**config.mk**
```make
export PLATFORM = sky130hd
export DESIGN_NAME = sgrc_merge_unit
export DESIGN_NICKNAME = d
export VERILOG_FILES = /design/src/sgrc_pkg.sv /design/src/sgrc_merge_unit.sv
export SDC_FILE = /design/constraint.sdc
export NUM_CORES = 1
export LEC_CHECK = 0
export BUFFER_PORTS_ARGS = -buffer_cell sky130_fd_sc_hd__buf_2
export CORE_AREA = 2 2 76 78
export DETAILED_ROUTE_END_ITERATION = 16
export DIE_AREA = 0 0 78 80
export GPL_TIMING_DRIVEN = 0
export PLACE_DENSITY = 0.59
export REMOVE_ABC_BUFFERS = 1
export SETUP_SLACK_MARGIN = 0.02
export SYNTH_ARGS = -nofsm -noshare
export SYNTH_HDL_FRONTEND = slang
export SYNTH_SLANG_ARGS = --single-unit
```
**constraint.sdc**
```tcl
create_clock -name vclk -period 2.22
set_input_delay 0.444 -clock vclk [all_inputs]
set_output_delay 0.444 -clock vclk [all_outputs]
set_load 0.02 [all_outputs]
```
**src/sgrc_pkg.sv**
```systemverilog
// ----------------------------------------------------------------------------
// sgrc_pkg
// shared constants and types for the seeded group reachability counter
// ----------------------------------------------------------------------------
package sgrc_pkg;

  // default sizes
  localparam int unsigned MAX_PEOPLE = 64;
  localparam int unsigned MAX_GROUPS = 64;

  // fixed field widths
  localparam int unsigned OpW      = 2;
  localparam int unsigned MembersW = 64;
  localparam int unsigned UntouchW = 7;

  // operation codes
  localparam logic [OpW-1:0] OP_SEED   = 2'd0;
  localparam logic [OpW-1:0] OP_GROUP  = 2'd1;
  localparam logic [OpW-1:0] OP_FINISH = 2'd2;

  // sequencer states, one-hot
  typedef enum logic [1:0] {
    ST_IDLE  = 2'b01,
    ST_SWEEP = 2'b10
  } state_e;

endpackage

```
**src/sgrc_merge_unit.sv**
```systemverilog
// ----------------------------------------------------------------------------
// sgrc_merge_unit
// overlap test of one group against the known set, and the merged set
// ----------------------------------------------------------------------------
module sgrc_merge_unit #(
  parameter int unsigned Width = sgrc_pkg::MAX_PEOPLE
) (
  input  logic             live_i,
  input  logic [Width-1:0] known_i,
  input  logic [Width-1:0] group_i,
  output logic             hit_o,
  output logic [Width-1:0] merged_o
);
  import sgrc_pkg::*;

  // a live group touching a known person is absorbed
  assign hit_o    = live_i & (|(known_i & group_i));
  assign merged_o = known_i | group_i;

endmodule

```
Yosys cells after proc, flatten, opt, wreduce, memory -nomap -nowiden. Index checks and enable logic that the tools add are counted.

Output and inout port bits: 65. Bits of input ports: 129. Logic and storage cells: 4. Bits in registers: 0.

Reductions and logical operators: 1. Bitwise gates (word level): 3.

Operators by type and width (count): 64-bit bitwise AND (1); 64-bit bitwise OR (1); 64-bit OR reduction (1); 1-bit bitwise AND (1).

Depth between registers and ports, before layout.
Depth after elaboration: 3. Mapped depth: 5. Gate-level depth less buffers: 5.

Least setup slack after synthesis. No wires, ideal clock.

Kind: input to output. Start: input port known_i[37]. End: output port hit_o. Data arrival time: 1268 ps. Stages on the path: 5. Setup slack: 508 ps. Required time: 1776 ps. Path buffers: 0. Cell sequence: a22o_1 a221oi_2 nand4_1 nor3_1 a21boi_1.

Longest elaborated chain between the ends: 3.

RTL lines: start, declared (RTL line sgrc_merge_unit.sv:9) `input logic [Width-1:0] known_i,`; 64-bit bitwise AND (RTL line sgrc_merge_unit.sv:17) `assign hit_o = live_i & (|(known_i & group_i));`; 64-bit OR reduction (RTL line sgrc_merge_unit.sv:17); 1-bit bitwise AND (RTL line sgrc_merge_unit.sv:17); end, declared (RTL line sgrc_merge_unit.sv:11) `output logic hit_o,`.

Every way passes these cells.

Worst setup path in the final report.
Start: input port known_i[44]. End: output port hit_o.

Same word-level chain as after synthesis.

==> reports/qor.csv <==
metric,value,unit
status,"complete, no violations",
Lkg Pwr,0.978,nW
first-pass GRT wire length,5790,microns
final hold vios,0,
Die H,80,microns
Max Cap Viol,0,
Setup CP Type,in2out,
first drt pass iteration count,4,
final WL,4200,microns
Hold Buf Count CTS,0,
fmax,486,MHz
Setup WS post-layout,0.161,ns
Die X,78,microns
"antenna viol nets, final",0,
RSZ-0062 raised after global routing,no,
Reg area,0,sq um
Synth Instances,105,
Avg WL per Cell,11.3,microns
synth top area cells,"or2_2, a22oi_1, a22o_1",
total track usage,0.112,
largest area contributor in the netlist,or2_2,
fin crit share,0.928,
"commonest cells after routing, fill and taps aside","buf_2, or2_2, a22oi_1",
WP data arrival,1.62,ns
synthesized area,742,sq um
Critical Path End Type,output pin,
YS warnings,0,
routability cong.,0.744,
initial DRC count,15,
area grow syn2layout,150,%
Final min period,2.06,ns
FF+latch count,0,
Hold WC Path Type,in2out,
Port-buffer cells,194,
Row Count,27,
Hold Path Sink,merged_o[53],
DIE AREA,6240,sq um
layout clock buffer count,0,
hold path start,group_i[53],
Peak VDD IR,87.0,uV
Setup TNS Final,0,ns
Worst Tran Pin Value,0.258,ns
DP HPWL,3950,microns
initial antenna violation count,0,
fin nets,430,
global route overflow,0,
Final Max Tran Viols,0,
"Seq/Total Area, Yosys",0,
syn avg cell area,7.07,sq um
Crit Path Max Fanout,2,
"commonest non-fill, non-tap cell in the layout",buf_2,
area of the core,5410,sq um
layout cell share with drive strength beyond 1,0.896,
area share of the largest cell type after synthesis,0.540,
Hold Path Depth,3,
number of vias per cell,4.25,
worst path required time,1.78,ns
DR DRC count,0,
routed via count,1578,
vias in the first global route,1433,
Slew headroom,0.828,
Yosys cell types,9,
PwrDens,209,nW/um^2
I/O pin count,194,
n_diodes,0,
largest net degree at the start of global routing,3,
postcts setup bufs,0,
Pwr Total,0.000388,W
pre-CTS setup slack,-0.0496,ns
Startpoint Class,primary input,
Starting Density,0.137,
Final setup viols,0,
==> cell families (layout without fill, tap and decap cells) <==
logic type,Yosys count,count (layout),share of synthesized area
AND/OR/NAND/NOR,72,72,0.602
buffers and inverters,0,194,0
AO/OA/AOI/OAI,33,33,0.398
==> worst max path at each step <==
stage / startpoint / to / slack [ns] / cells after the start
after floorplan: known_i[37] / hit_o / 0.51 / 5
after CTS: known_i[53] / hit_o / 0.04 / 7
after global routing: known_i[44] / hit_o / 0.02 / 7
after detailed placement: known_i[45] / hit_o / -0.05 / 7
after global placement: known_i[45] / hit_o / -0.03 / 7
final: known_i[44] / hit_o / 0.16 / 7
==> power breakdown <==
group          internal, W  switching, W
Clock                    0             0
Sequential               0             0
Combinational     0.000194      0.000193
==> cell usage after synthesis <==
cell and instances:
or2_2 64, nand3_1 1, a221oi_2 4, a22oi_1 14, a21boi_1 1, nand4_1 5, nor3_1 2, a22o_1 9
a221oi_1 5
==> per-stage QoR <==
| step | utilization | hold WS, ns | cell area (sq um) | std cells |
|---|---|---|---|---|
| floorplan | - | 1.03 | 742 | 105 |
| global placement | 0.334 | 1.20 | 1800 | 371 |
| detailed placement | 0.334 | 1.21 | 1800 | 371 |
| CTS | 0.336 | 1.21 | 1810 | 371 |
| global route | 0.343 | 1.19 | 1850 | 371 |
| finish | 0.343 | 1.19 | 1850 | 371 |
==> critical path, stage by stage <==
cell and delay (ns):
buf_2 0.10, a22o_1 0.21, a221oi_1 0.23, nand4_1 0.17, nor3_2 0.21, a21boi_1 0.09, buf_4 0.16
==> area by class of cell <==
type                            count  area (sq um)
Multi-Input combinational cell    105           777
Fill cell                         594          3550
Tap cell                           72          90.1
Timing Repair Buffer              194           986
==> repair_timing <==
action                                  CTS  global route
pin swaps                                 0             5
endpoints found under the setup margin    1             1
gates resized for setup                   2             7
==> routing by layer <==
layer / part of all wire / global-route usage / vias up / wire length (microns)
met2: 0.52 / 0.239 / 114 / 2200
met3: 0.12 / 0.0170 / 2 / 497
met4: 0.0033 / 0.00702 / 0 / 14
met5: 0 / 0 / - / 0
li1: - / - / 798 / -
met1: 0.35 / 0.118 / 664 / 1490
Power figures use the tool's default switching activity.
