**src/sgrc_pkg.sv**
```systemverilog
// ----------------------------------------------------------------------------
// sgrc_pkg
// shared constants and types for the seeded group reachability counter
// ----------------------------------------------------------------------------
package sgrc_pkg;

  // default sizes
  localparam int unsigned MAX_PEOPLE = 64;
  localparam int unsigned MAX_GROUPS = 64;

  // fixed field widths
  localparam int unsigned OpW      = 2;
  localparam int unsigned MembersW = 64;
  localparam int unsigned UntouchW = 7;

  // operation codes
  localparam logic [OpW-1:0] OP_SEED   = 2'd0;
  localparam logic [OpW-1:0] OP_GROUP  = 2'd1;
  localparam logic [OpW-1:0] OP_FINISH = 2'd2;

  // sequencer states, one-hot
  typedef enum logic [1:0] {
    ST_IDLE  = 2'b01,
    ST_SWEEP = 2'b10
  } state_e;

endpackage

```
**src/sgrc_group_mem.sv**
```systemverilog
// ----------------------------------------------------------------------------
// sgrc_group_mem
// group mask store, one write and one registered read port
// ----------------------------------------------------------------------------
module sgrc_group_mem #(
  parameter int unsigned Depth = sgrc_pkg::MAX_GROUPS,
  parameter int unsigned Width = sgrc_pkg::MAX_PEOPLE,
  parameter int unsigned AddrW = (Depth > 1) ? $clog2(Depth) : 1
) (
  input  logic             clk_i,
  input  logic             we_i,
  input  logic [AddrW-1:0] waddr_i,
  input  logic [Width-1:0] wdata_i,
  input  logic             re_i,
  input  logic [AddrW-1:0] raddr_i,
  output logic [Width-1:0] rdata_o
);
  import sgrc_pkg::*;

  logic [Width-1:0] mem_q [Depth];
  logic [Width-1:0] rdata_q;

  always_ff @(posedge clk_i) begin
    if (we_i) begin
      mem_q[waddr_i] <= wdata_i;
    end
  end

  always_ff @(posedge clk_i) begin
    if (re_i) begin
      rdata_q <= mem_q[raddr_i];
    end
  end

  assign rdata_o = rdata_q;

endmodule

```
**config.mk**
```make
export PLATFORM = sky130hd
export DESIGN_NAME = sgrc_group_mem
export DESIGN_NICKNAME = d
export VERILOG_FILES = /design/src/sgrc_pkg.sv /design/src/sgrc_group_mem.sv
export SDC_FILE = /design/constraint.sdc
export NUM_CORES = 2
export LEC_CHECK = 0
export BUFFER_PORTS_ARGS = -buffer_cell sky130_fd_sc_hd__buf_2
export CAP_MARGIN = 20
export CORE_UTILIZATION = 67
export DETAILED_ROUTE_END_ITERATION = 12
export PLACE_DENSITY = 0.8
export SETUP_SLACK_MARGIN = 0.2
export SLEW_MARGIN = 0
export SYNTH_ARGS = -nofsm -noshare
export SYNTH_HDL_FRONTEND = slang
export SYNTH_SLANG_ARGS = --single-unit
```
**constraint.sdc**
```tcl
create_clock -name clk_i -period 13.95 [get_ports clk_i]
set_input_delay 1.395 -clock clk_i [delete_from_list [all_inputs] [get_ports clk_i]]
set_output_delay 1.395 -clock clk_i [all_outputs]
set_load 0.02 [all_outputs]
```
# Word level (Yosys, flattened, before mapping)
# Memories as Yosys holds them, arrays and structs flattened. A register that Yosys moved wholly into a read port is not among the register bits.
# Cells that the tools add are included.
dict set report classes {
  add_sub_neg 0
  multipliers 0
  n_div 0
  n_lt_le_gt_ge 0
  eq_ne 0
  shifts 0
  muxes 2
  n_bitwise 0
  reduce_logical 0
}
# op count
set ops {}
lappend ops {{1-bit 2-to-1 mux} 2}
dict set report totals {
  register_bits 0
  latch_bits 0
  ram_bits 4096
  romBits 0
  in_bits 79
  word_cells 3
  mem_count 1
}
# memory depth word_bits rd rd_clocked_by_memory_dff write_ports line_no
set memory_table {}
lappend memory_table {mem_q 64 64 1 1 1 sgrc_group_mem.sv:20} ;# logic [Width-1:0] mem_q [Depth];

# Logic depth before layout (Yosys ltp)
dict set report depth {
  ltp_word 2
  depth_mapped 9
  mapped_depth_nobuf 5
}

# Worst setup path before layout
# No wires, ideal clock.
dict set report synth_timing {
  kind {input-to-reg}
  from {in waddr_i[3]}
  to {mem mem_q[48][0] in the netlist's numbering, enable pin}
  setup_ps 564
  t_arrival_ps 6267
  required_time_ps 13386
  setup_slack_ps 7119
  cell_stages 4
  n_path_buf 1
  cell_sequence {clkbuf_1 -> nor2b_1 -> nand4b_1 -> nor3_1}
}
# element line_no
set synth_lines {}
lappend synth_lines {{start, declared} sgrc_group_mem.sv:12} ;# input logic [AddrW-1:0] waddr_i,
lappend synth_lines {{end, declared} sgrc_group_mem.sv:20}
# Straight into the memory's write port.

==> reports/summary.txt <==
TritonCTS buffer count - 404
WS Path Type - in -> reg
number of synthesized flops with an enable pin - 4160
clk slew on worst S/H paths - 0.06 ns
met3 WL post-DR - 73300 um
global route overflow - 0
vias in the first global route - 83.9k
Syn Std Cell Area - 157000 sq um
top cell type's share of synthesized area - 79.6%
initial core utilization - 67.4%
mean post-synth cell area - 23.8 sq um
crit path DAT - 5.80 ns
synth cell count leaders - edfxtp_1, mux4_2, buf_2, a22oi_1, clkbuf_1
VDD IR max - 0.152 mV
Synth Area in Adders - 0%
worst skew pair latency - 1.02 ns
highest metal used - met5
max_slew headroom - 16.2%
max-slew violation count - 0
most numerous cell on the critical path - buf_4
share of layout cells above drive strength 1 - 27.5%
Crit path required time - 14.64 ns
status - finished, final reports clean
Setup TNS - 0 ns
drt first pass iters - 9
vias - 82.1k
Hold Violations, Final - 0
unrepaired setup endpoints after global routing - false
leakage power - 54.5 nW
syn_nets - 6677
Post-CTS Setup Bufs - 0
Crit path largest cell delay - 0.84 ns
sequential share of the synthesized area - 79.6%
min cycle time layout - 5.11 ns
Clock Skews - 0.0731 ns
asr flop ratio synth - 0%
Min-Delay Path Class - in -> reg
WL/cell - 45.0 um
nature of the critical path endpoint - flip-flop
largest family of logic cells by synthesized area - multiplexers
post_cts resized - 0
top cells by area, synth - edfxtp_1, mux4_2, mux2i_1
period utilisation layout - 36.6%
Layout Area Growth over Synthesis - 11.3%
final wirelength - 470000 um
core area - 233000 sq um
PortBufs - 142
die height - 486 um
largest net degree at the start of global routing - 157
Routed Antenna Nets - 0
row cnt - 177
PD cells - 148 nW/um^2
H-tree depth - 5
area leader, netlist - edfxtp_1
overall die area - 236000 sq um
Mapped Cells - 6598
# hold bufs at CTS - 0
All-Layer GR Usage - 40.3%
CP Max Fanout - 60
clk sink count - 4160
Synth Area in XOR/XNOR - 0%
pre-CTS WS - 7.85 ns
HPWL after DPL - 216000 um
Max Cap Viol - 0
Final setup viols - 0
setup ws final - 8.84 ns
TritonCTS clock tree - built
starting DRC count in detailed routing - 16.0k
crit-path cells - buf_8 > buf_4 > buf_4 > buf_4 > mux4_2 > or3_1 > a41oi_1 > a211oi_1
Worst Tran Pin Value - 1.26 ns
Synth Area in Simple Gates - 1.23%
vias per cell - 7.86
Cell variety after synth - 32
Synth Warn # - 0
DRC viols - 0
CP max stage cell - buf_4
most frequent cell after synthesis - edfxtp_1
startpoint types - primary input
maximum clock insertion buffer count - 4
Die Wd - 486 um
mux cell area share after synthesis - 15.6%
# nets final - 7055
WL met2 - 222000 um
clock root buffer - clkbuf_16
post-synthesis register bit count - 4160
M1 wire length - 142000 um
Max Clk Rate - 0.196 GHz
routability cong. - 0.823
initial antenna violation count - 43
Main synth FF type - edfxtp_1
Synth Area in Compound Gates - 2.47%
Top Ports - 143
first-pass GRT wire length - 647000 um
-- flip-flops by register name (all words and copies together) (netlist names) --
| signal | count |
|---|---|
| rdata_o | 64 |
| mem_q | 4096 |
-- worst max-delay path, delay by kind of cell --
kind,cells,cell delay (ns)
AOI/OAI and AO/OA,2,0.45
muxes,1,0.64
and+or+nand+nor,1,0.34
buffers and inverters,4,2.74
-- final timing paths --
check        slack, ns  cells past startpoint                      to               startpoint
max               8.84                      8   rdata_o[40]$_DFFE_PP_               raddr_i[1]
max reg2reg      11.46                      5   rdata_o[14]$_DFFE_PP_  mem_q[13][14]$_DFFE_PP_
min reg2reg       0.93                      4   rdata_o[62]$_DFFE_PP_  mem_q[54][62]$_DFFE_PP_
min               0.74                      1  mem_q[62][2]$_DFFE_PP_               wdata_i[2]
-- cell type report --
class / instances / area (sq um)
Tap cell: 3132 / 3920
Antenna cell: 35 / 87.6
Multi-Input combinational cell: 2049 / 30800
Sequential cell: 4160 / 125000
Clock inverter: 224 / 1890
Fill cell: 10700 / 58000
Clock buffer: 484 / 10600
Inverter: 19 / 71.3
Timing Repair Buffer: 342 / 2530
-- cell families (layout without fill, tap and decap cells) --
logic type / count (synthesis) / in the layout
flops: 4160 / 4160
other cells: 0 / 35
buf+inv: 389 / 1069
compound gates: 504 / 504
simple gates: 386 / 386
mux: 1159 / 1159
-- cell usage in the layout, fill, tap and decap left out, drive strengths merged --
cell / synthesis / routed
nand3b: 2 / 2
nand2: 58 / 58
nand4: 2 / 2
mux2i: 135 / 135
clkbuf: 140 / 484
nor3: 2 / 2
o221ai: 38 / 38
nand4b: 1 / 1
and3: 64 / 64
a2bb2oi: 19 / 19
nor2: 112 / 112
mux4: 1024 / 1024
nand2b: 11 / 11
and2: 3 / 3
a41oi: 26 / 26
a22oi: 168 / 168
diode: 0 / 35
edfxtp: 4160 / 4160
a22o: 88 / 88
clkinv: 0 / 176
buf: 230 / 342
inv: 19 / 23
or2: 28 / 28
a211oi: 63 / 63
or3: 29 / 29
a31o: 1 / 1
bufinv: 0 / 32
nand3: 45 / 45
o22ai: 83 / 83
nor2b: 28 / 28
a31oi: 18 / 18
clkinvlp: 0 / 12
or3b: 1 / 1
-- through the flow --
| step | std cells | power (mW) | util, % | hold slack (ns) | cell area [sq um] |
|---|---|---|---|---|---|
| floorplan | 6598 | 14.8 | - | 0.865 | 157000 |
| global placement | 9689 | 15.3 | 69.6 | 0.898 | 162000 |
| detailed placement | 9693 | 15.3 | 69.6 | 0.895 | 162000 |
| CTS | 10400 | 25.8 | 75.0 | 0.934 | 174000 |
| global route | 10400 | 26.3 | 75.1 | 0.731 | 175000 |
| finish | 10400 | 25.9 | 75.1 | 0.738 | 175000 |
-- metal layers --
| metal | track usage (%) | up-vias |
|---|---|---|
| met5 | 0.163 | - |
| met4 | 24.1 | 30 |
| met3 | 12.9 | 1998 |
| met2 | 61.7 | 9015 |
| met1 | 51.2 | 41800 |
| li1 | - | 29300 |
-- report_power, final --
group / internal, mW / switching [mW]
clock network: 5.96 / 4.79
logic: 0.420 / 0.786
registers: 13.9 / 0.0529
total: 20.2 / 5.63
Note: power is estimated with default switching activity, not from simulation.
